**config.mk**
```make
export PLATFORM = sky130hd
export DESIGN_NAME = stick_deadzone_auto_repeat
export DESIGN_NICKNAME = d
export VERILOG_FILES = /design/src/hw/rtl/sdar_pkg.sv /design/src/hw/rtl/sdar_axis.sv /design/src/hw/rtl/sdar_merge.sv /design/src/hw/rtl/stick_deadzone_auto_repeat.sv
export SDC_FILE = /design/constraint.sdc
export NUM_CORES = 1
export LEC_CHECK = 0
export ABC_CLOCK_PERIOD_IN_PS = 12930
export BUFFER_PORTS_ARGS = -buffer_cell sky130_fd_sc_hd__buf_2
export CAP_MARGIN = 20
export CORE_UTILIZATION = 40
export CTS_BUF_LIST = sky130_fd_sc_hd__clkbuf_4 sky130_fd_sc_hd__clkbuf_8 sky130_fd_sc_hd__clkbuf_16
export DETAILED_ROUTE_END_ITERATION = 6
export PLACE_DENSITY_LB_ADDON = 0.1
export SLEW_MARGIN = 20
export SYNTH_ARGS = -nofsm -noshare
export SYNTH_HDL_FRONTEND = slang
export SYNTH_SLANG_ARGS = --single-unit
```
**constraint.sdc**
```tcl
create_clock -name clk -period 12.93 [get_ports clk]
set_clock_uncertainty 0.2 [all_clocks]
set_input_delay 2.586 -clock clk [delete_from_list [all_inputs] [get_ports clk]]
set_output_delay 2.586 -clock clk [all_outputs]
set_load 0.02 [all_outputs]
```
**src/hw/rtl/sdar_pkg.sv**
```systemverilog
// ----------------------------------------------------------------------------
// sdar_pkg
// Shared types and constants for the stick dead-zone and auto-repeat block.
// ----------------------------------------------------------------------------
package sdar_pkg;

	// Width of the millisecond time base; now_ms is taken modulo 2^TIME_BITS.
	localparam int TIME_BITS = 48;

	localparam int AXIS_W    = 16;
	localparam int DZ_W      = 15;
	localparam int DELAY_W   = 16;
	localparam int CFG_W     = 16;
	localparam int CFG_IDX_W = 2;

	// Result queue between the lanes and the output channel.
	localparam int QDEPTH = 4;
	localparam int QPTR_W = $clog2(QDEPTH);
	localparam int QCNT_W = $clog2(QDEPTH + 1);

	localparam logic [DZ_W-1:0]    DEAD_ZONE_RST     = DZ_W'(16000);
	localparam logic [DELAY_W-1:0] INITIAL_DELAY_RST = DELAY_W'(340);
	localparam logic [DELAY_W-1:0] REPEAT_DELAY_RST  = DELAY_W'(115);

	typedef enum logic [CFG_IDX_W-1:0] {
		CFG_DEAD_ZONE     = 2'd0,
		CFG_INITIAL_DELAY = 2'd1,
		CFG_REPEAT_DELAY  = 2'd2
	} cfg_idx_t;

	typedef enum logic [1:0] {
		KIND_SAMPLE = 2'd0,
		KIND_BUTTON = 2'd1,
		KIND_DETACH = 2'd2
	} kind_t;

	typedef enum logic [1:0] {
		DIR_NONE = 2'd0,
		DIR_NEG  = 2'd1,
		DIR_POS  = 2'd2
	} dir_t;

	typedef enum logic [2:0] {
		ACT_LEFT   = 3'd0,
		ACT_RIGHT  = 3'd1,
		ACT_UP     = 3'd2,
		ACT_DOWN   = 3'd3,
		ACT_ACCEPT = 3'd4,
		ACT_BACK   = 3'd5
	} action_t;

	typedef struct packed {
		logic [DZ_W-1:0]    dead_zone;
		logic [DELAY_W-1:0] initial_delay;
		logic [DELAY_W-1:0] repeat_delay;
	} cfg_t;

	// What one axis lane found for the current sample.
	typedef struct packed {
		logic emit;
		logic pos;
	} lane_res_t;

	typedef struct packed {
		action_t action;
		logic    last;
	} entry_t;

endpackage

```
**src/hw/rtl/sdar_axis.sv**
```systemverilog
// ----------------------------------------------------------------------------
// sdar_axis
// One axis lane: dead-zone classification, direction and repeat-time state.
// ----------------------------------------------------------------------------
module sdar_axis (
	input  logic                               clk,
	input  logic                               arst_n,
	input  logic                               accept,
	input  sdar_pkg::kind_t                    kind,
	input  logic [sdar_pkg::TIME_BITS-1:0]     now_ms,
	input  logic signed [sdar_pkg::AXIS_W-1:0] axis,
	input  sdar_pkg::cfg_t                     cfg,
	output sdar_pkg::lane_res_t                res
);

	sdar_pkg::dir_t                    dir_q;
	logic [sdar_pkg::TIME_BITS-1:0]    due_q;
	sdar_pkg::dir_t                    dir_new;
	logic signed [sdar_pkg::AXIS_W:0]  pos_ext;
	logic signed [sdar_pkg::AXIS_W:0]  dz_ext;
	logic [sdar_pkg::DELAY_W-1:0]      delay;
	logic [sdar_pkg::TIME_BITS:0]      sum;
	logic [sdar_pkg::TIME_BITS-1:0]    due_new;
	logic                              changed;
	logic                              due_hit;
	logic                              sample;

	assign sample  = accept && (kind == sdar_pkg::KIND_SAMPLE);
	assign pos_ext = (sdar_pkg::AXIS_W+1)'(axis);
	assign dz_ext  = $signed({2'b00, cfg.dead_zone});

	always_comb begin
		if (pos_ext < -dz_ext) begin
			dir_new = sdar_pkg::DIR_NEG;
		end else if (pos_ext > dz_ext) begin
			dir_new = sdar_pkg::DIR_POS;
		end else begin
			dir_new = sdar_pkg::DIR_NONE;
		end
	end

	assign changed = (dir_q != dir_new);
	assign due_hit = (now_ms >= due_q);
	assign delay   = changed ? cfg.initial_delay : cfg.repeat_delay;

	// Saturating add: a carry out of the time base clamps to its largest value.
	assign sum     = {1'b0, now_ms} + (sdar_pkg::TIME_BITS+1)'(delay);
	assign due_new = sum[sdar_pkg::TIME_BITS] ? '1 : sum[sdar_pkg::TIME_BITS-1:0];

	assign res.emit = (dir_new != sdar_pkg::DIR_NONE) && (changed || due_hit);
	assign res.pos  = (dir_new == sdar_pkg::DIR_POS);

	always_ff @(posedge clk or negedge arst_n) begin
		if (!arst_n) begin
			dir_q <= sdar_pkg::DIR_NONE;
			due_q <= '0;
		end else if (sample) begin
			dir_q <= dir_new;
			if (changed || ((dir_new != sdar_pkg::DIR_NONE) && due_hit)) begin
				due_q <= due_new;
			end
		end else if (accept && (kind == sdar_pkg::KIND_DETACH)) begin
			dir_q <= sdar_pkg::DIR_NONE;
		end
	end

endmodule

```
**src/hw/rtl/sdar_merge.sv**
```systemverilog
// ----------------------------------------------------------------------------
// sdar_merge
// Merges the lane results and button actions into an ordered result queue.
// ----------------------------------------------------------------------------
module sdar_merge (
	input  logic                clk,
	input  logic                arst_n,
	input  logic                accept,
	input  sdar_pkg::kind_t     kind,
	input  logic [3:0]          button,
	input  sdar_pkg::lane_res_t res_x,
	input  sdar_pkg::lane_res_t res_y,
	input  logic                out_stall,
	output logic                out_valid,
	output sdar_pkg::entry_t    head,
	output logic                full
);

	sdar_pkg::entry_t                fifo_q [sdar_pkg::QDEPTH];
	logic [sdar_pkg::QPTR_W-1:0]     wr_ptr_q;
	logic [sdar_pkg::QPTR_W-1:0]     rd_ptr_q;
	logic [sdar_pkg::QCNT_W-1:0]     cnt_q;
	logic [1:0]                      n_push;
	sdar_pkg::entry_t                e0;
	sdar_pkg::entry_t                e1;
	sdar_pkg::action_t               act_x;
	sdar_pkg::action_t               act_y;
	logic                            pop;
	logic [1:0]                      n_acc;

	assign act_x = res_x.pos ? sdar_pkg::ACT_RIGHT : sdar_pkg::ACT_LEFT;
	assign act_y = res_y.pos ? sdar_pkg::ACT_DOWN : sdar_pkg::ACT_UP;

	// The X axis goes first; the final entry of a transaction carries last.
	always_comb begin
		n_push = 2'd0;
		e0     = '{action: sdar_pkg::ACT_LEFT, last: 1'b1};
		e1     = '{action: act_y, last: 1'b1};
		unique case (kind)
			sdar_pkg::KIND_SAMPLE: begin
				if (res_x.emit && res_y.emit) begin
					n_push = 2'd2;
					e0     = '{action: act_x, last: 1'b0};
				end else if (res_x.emit) begin
					n_push = 2'd1;
					e0     = '{action: act_x, last: 1'b1};
				end else if (res_y.emit) begin
					n_push = 2'd1;
					e0     = '{action: act_y, last: 1'b1};
				end
			end
			sdar_pkg::KIND_BUTTON: begin
				if (button <= 4'(sdar_pkg::ACT_BACK)) begin
					n_push = 2'd1;
					e0     = '{action: sdar_pkg::action_t'(button[2:0]), last: 1'b1};
				end
			end
			default: begin
			end
		endcase
	end

	assign n_acc     = accept ? n_push : 2'd0;
	assign out_valid = (cnt_q != '0);
	assign pop       = out_valid && !out_stall;
	assign head      = fifo_q[rd_ptr_q];
	assign full      = (cnt_q > sdar_pkg::QCNT_W'(sdar_pkg::QDEPTH - 2));

	always_ff @(posedge clk) begin
		if (n_acc != 2'd0) begin
			fifo_q[wr_ptr_q] <= e0;
		end
		if (n_acc == 2'd2) begin
			fifo_q[wr_ptr_q + sdar_pkg::QPTR_W'(1)] <= e1;
		end
	end

	always_ff @(posedge clk or negedge arst_n) begin
		if (!arst_n) begin
			wr_ptr_q <= '0;
			rd_ptr_q <= '0;
			cnt_q    <= '0;
		end else begin
			wr_ptr_q <= wr_ptr_q + sdar_pkg::QPTR_W'(n_acc);
			if (pop) begin
				rd_ptr_q <= rd_ptr_q + sdar_pkg::QPTR_W'(1);
			end
			cnt_q <= cnt_q + sdar_pkg::QCNT_W'(n_acc) - sdar_pkg::QCNT_W'(pop);
		end
	end

endmodule

```
**src/hw/rtl/stick_deadzone_auto_repeat.sv**
```systemverilog
// ----------------------------------------------------------------------------
// stick_deadzone_auto_repeat
// Game controller stick dead-zone classifier with auto-repeat and buttons.
// ----------------------------------------------------------------------------
// An input transaction is taken whole: the X and Y lanes classify and
// update their state in parallel, and up to two results enter a four-entry
// result queue that drives the output channel. A new input is accepted every
// cycle while the queue has room for two more results, so the sustained rate
// is set by the output channel, which delivers one result per cycle while
// out_stall is low. The results of an input are registered in the queue and
// reach the output once the results ahead of them have left.
module stick_deadzone_auto_repeat (
	input  logic                               clk,
	input  logic                               arst_n,
	input  logic                               cfg_we,
	input  logic [sdar_pkg::CFG_IDX_W-1:0]     cfg_index,
	input  logic [sdar_pkg::CFG_W-1:0]         cfg_data,
	input  logic                               in_valid,
	output logic                               in_stall,
	input  logic [1:0]                         kind,
	input  logic [sdar_pkg::TIME_BITS-1:0]     now_ms,
	input  logic signed [sdar_pkg::AXIS_W-1:0] axis_x,
	input  logic signed [sdar_pkg::AXIS_W-1:0] axis_y,
	input  logic [3:0]                         button,
	output logic                               out_valid,
	input  logic                               out_stall,
	output logic [2:0]                         action,
	output logic                               last
);

	sdar_pkg::cfg_t      cfg_q;
	sdar_pkg::kind_t     kind_e;
	sdar_pkg::lane_res_t res_x;
	sdar_pkg::lane_res_t res_y;
	sdar_pkg::entry_t    head;
	logic                accept;
	logic                full;

	assign kind_e   = sdar_pkg::kind_t'(kind);
	assign in_stall = full;
	assign accept   = in_valid && !full;

	always_ff @(posedge clk or negedge arst_n) begin
		if (!arst_n) begin
			cfg_q.dead_zone     <= sdar_pkg::DEAD_ZONE_RST;
			cfg_q.initial_delay <= sdar_pkg::INITIAL_DELAY_RST;
			cfg_q.repeat_delay  <= sdar_pkg::REPEAT_DELAY_RST;
		end else if (cfg_we) begin
			unique case (sdar_pkg::cfg_idx_t'(cfg_index))
				sdar_pkg::CFG_DEAD_ZONE:     cfg_q.dead_zone <= cfg_data[sdar_pkg::DZ_W-1:0];
				sdar_pkg::CFG_INITIAL_DELAY: cfg_q.initial_delay <= cfg_data;
				sdar_pkg::CFG_REPEAT_DELAY:  cfg_q.repeat_delay <= cfg_data;
				default: begin
				end
			endcase
		end
	end

	sdar_axis u_axis_x (
		.clk    (clk),
		.arst_n (arst_n),
		.accept (accept),
		.kind   (kind_e),
		.now_ms (now_ms),
		.axis   (axis_x),
		.cfg    (cfg_q),
		.res    (res_x)
	);

	sdar_axis u_axis_y (
		.clk    (clk),
		.arst_n (arst_n),
		.accept (accept),
		.kind   (kind_e),
		.now_ms (now_ms),
		.axis   (axis_y),
		.cfg    (cfg_q),
		.res    (res_y)
	);

	sdar_merge u_merge (
		.clk       (clk),
		.arst_n    (arst_n),
		.accept    (accept),
		.kind      (kind_e),
		.button    (button),
		.res_x     (res_x),
		.res_y     (res_y),
		.out_stall (out_stall),
		.out_valid (out_valid),
		.head      (head),
		.full      (full)
	);

	assign action = head.action;
	assign last   = head.last;

endmodule

```
==> out/qor.yml <==
global_routing:
  grt_pass1_vias: 11600
  grt_overflow_total: 0
  antenna_found_initial: 4
  grt_max_degree: 94
  met2_usage_pct: 34.9
  grt_pass1_wl_um: 65100
  met1_usage_pct: 31.5
  grt_util_all_layers_pct: 22.1
  grtUsageMet3_pct: 4.17
  top_usage_layer: "met2"
yosys:
  ys_seq_elements: 170
  yosysTopAreaCell: "dfrtp_1"
  synth.area.top_cells: "dfrtp_1 24%, ha_1 17%, mux2_2 6.0%"
  yosysTopAreaCellShare_pct: 23.6
  synthArstFlopShare_pct: 90.6
  yosysMostFrequentCell: "ha_1"
  synth_area_um2: 14700
  ys_types: 80
  synth_enable_flop_cells: 4
  postSynthAreaPerCell_um2: 9.27
  synth_top_flop_cell: "dfrtp_1"
  seq_area_frac_synth_pct: 28.8
  syn_nets: 1894
  yosysWarnings: 0
  yosys-top-cells-count: "195 x ha_1, 168 x nand2_1, 149 x inv_1"
  syn_inst: 1587
power_and_ir_drop:
  max-vdd-ir-drop_uv: 116
  p_leak_nw: 7.69
  power_density_nw_per_um2: 175
  p_total_mw: 2.85
placed_design:
  io_buffers: 114
  dp_slack_ns: 3.74
  place_area_um2: 15700
  place.gp.congestion: 0.854
  hpwl_um: 31400
final_layout:
  antenna-diode-count: 0
  final_nets: 1991
  syn_to_final_growth_pct: 10.8
  design_area_um2: 16300
  drive_gt1_share_pct: 18.0
sta:
  rsz0062_at_grt: "no"
  period_needed_ns: 8.76
  hold_viol: 0
  max_slew_margin_pct: 32.4
  worst_slew_pin_slew_ns: 1.01
  post-route-period-util_pct: 67.7
  tns_ns: 0
  setup_viol_count_final: 0
  drv_slew: 0
  fmax_ghz: 0.114
  fin_ws_ns: 4.17
drt:
  ant_nets: 0
  vias: 11800
  drc_errors: 0
  via_per_inst: 5.48
  drt-initial-drc-count: 741
  routedWlPerCell_um: 18.9
  totalWireLength_um: 40700
  dr.pass1.iters: 5
job:
  cap_violations: 0
setup_path:
  critical_path_class: "primary input to register"
  crit_required_ns: 13.12
  ff2ff_path_depth: 28
  path_cells: "buf_2 -> ha_1 -> nand4_1 -> nor2_1 -> nand2_1 -> o21bai_1 -> a311oi_1 -> nand2_1 -> a32oi_4 -> mux2_1 -> ha_1 -> inv_1 -> fa_1 -> nor2b_1 -> o21ai_0 -> a21boi_0 -> o211ai_1 -> a21oi_1 -> and2_1 -> nand2_1 -> buf_4 -> o21ai_0 -> mux2_2"
  critPathMostFrequentCell: "nand2_1"
  critical_path.max_fanout: 27
  endpoint: "u_axis_y.due_q[2]$_DFFE_PN0P_"
  rr_endpoint: "u_axis_x.due_q[14]$_DFFE_PN0P_"
  startpoint_type: "primary input"
  cp.arrival_ns: 8.94
  cp_slowest_cell: "a32oi_4"
  worstSetupStartpoint: "axis_y[11]"
  end_kind: "register"
  rrSetupSlack_ns: 4.65
  reg2reg_from: "cfg_q[32]$_DFFE_PN0P_"
  cpPeakStageDelay_ns: 0.71
clock_tree:
  htreeDepth: 4
  post_cts_buffers: 0
  cts_tree: "done"
  clockBufferDepth: 2
  path_clk_slew_ns: 0.07
  holdBufCountCts: 0
  insertion_delay_ns: 0.45
  cts-root-buf: "clkbuf_16"
  cts_buffers: 17
  numClockSinks: 170
  post_cts_resized: 0
floorplan:
  num_rows: 69
  coreArea_um2: 35900
  num_io_pins: 115
  dieArea_um2: 37600
  initial_core_util_pct: 41.0
  die_w_um: 194
  die_h_um: 194
status:
  outcome: "completed"
min_path:
  hold_path.class: "register to register"
==> critical path: cells and delay by family <==
family	cells	cell delay, ns
compound gates	8	3.03
fa+ha+maj	3	0.85
buf+inv	3	0.59
mux	2	0.42
simple gates	7	1.44
==> cell families (layout without fill, tap and decap cells) <==
group	Yosys count	after routing	share of synthesized area [%]
AND/OR/NAND/NOR	449	449	15.0
AO/OA/AOI/OAI	308	308	13.9
adder cells (fa/ha/maj)	198	198	17.0
buffers and inverters	192	302	5.32
multiplexers	186	186	15.0
flip-flops	170	170	28.8
XOR/XNOR	84	84	5.00
==> layout by cell type (no fill, tap or decap), types with 15 or more instances in the layout <==
master     synthesis  layout
a21oi_1           87      86
nand3_1           40      40
nand2_1          168     168
and3_1            22      22
ha_1             195     195
clkbuf_16          0      19
nand2b_1          17      17
dfstp_2           15      15
mux2_1            34      34
mux2_4            31      31
inv_1            149     149
mux2_2            78      78
o211ai_1          18      18
xnor2_1           51      51
dfrtp_1          139     139
nor2_1            82      82
xor2_1            33      33
o21ai_0           66      66
buf_2              5     113
mux2i_1           38      38
nand4_1           29      29
a21o_1            28      28
o21a_1            15      15
==> worst min path at each step <==
stage,slack (ns),from,end,cells after the start
final,0.28,u_merge.fifo_q[1][2]$_SDFFE_PP1P_,u_merge.fifo_q[1][2]$_SDFFE_PP1P_,2
after global placement,0.26,u_merge.fifo_q[1][2]$_SDFFE_PP1P_,u_merge.fifo_q[1][2]$_SDFFE_PP1P_,2
after global routing,0.31,u_axis_y.due_q[14]$_DFFE_PN0P_,u_axis_y.due_q[14]$_DFFE_PN0P_,1
after floorplan,0.24,u_merge.fifo_q[2][2]$_SDFFE_PP1P_,u_merge.fifo_q[2][2]$_SDFFE_PP1P_,2
after detailed placement,0.26,u_merge.fifo_q[1][2]$_SDFFE_PP1P_,u_merge.fifo_q[1][2]$_SDFFE_PP1P_,2
after CTS,0.28,u_merge.fifo_q[1][2]$_SDFFE_PP1P_,u_merge.fifo_q[1][2]$_SDFFE_PP1P_,2
==> cell type report <==
cell class                      instances  area (um^2)
Inverter                              149          559
Sequential cell                       170         4230
Fill cell                            3530        19600
Tap cell                              461          577
Timing Repair Buffer                  121          629
Clock inverter                          8         57.6
Clock buffer                           24          519
Multi-Input combinational cell       1225         9730
==> flip-flops by register name (all words and copies together) (netlist names) <==
signal and cells:
u_axis_x.dir_q 2, u_merge.cnt_q 3, u_merge.rd_ptr_q 2, u_axis_x.due_q 48
u_merge.wr_ptr_q 2, u_axis_y.due_q 48, u_axis_y.dir_q 2, cfg_q 47
u_merge.fifo_q 16
==> power by group <==
part	switching, mW	total [mW]	internal [mW]
clock	0.229	0.513	0.284
sequential	0.120	0.858	0.738
combinational	0.797	1.48	0.686
total	1.15	2.85	1.71
==> metal layers <==
| metal | routed length (um) | up-vias |
|---|---|---|
| met1 | 20100 | 5686 |
| met4 | 410 | 8 |
| met3 | 1750 | 35 |
| met2 | 18400 | 204 |
| li1 | - | 5892 |
| met5 | 60 | - |
==> stage by stage <==
stage | cells | util [%] | hold slack (ns)
finish | 2158 | 45.4 | 0.277
CTS | 2158 | 45.4 | 0.279
floorplan | 1587 | - | 0.240
global route | 2158 | 45.4 | 0.307
detailed placement | 2126 | 43.8 | 0.262
global placement | 2126 | 43.8 | 0.256
No activity file was read; power rests on OpenSTA's default activity.
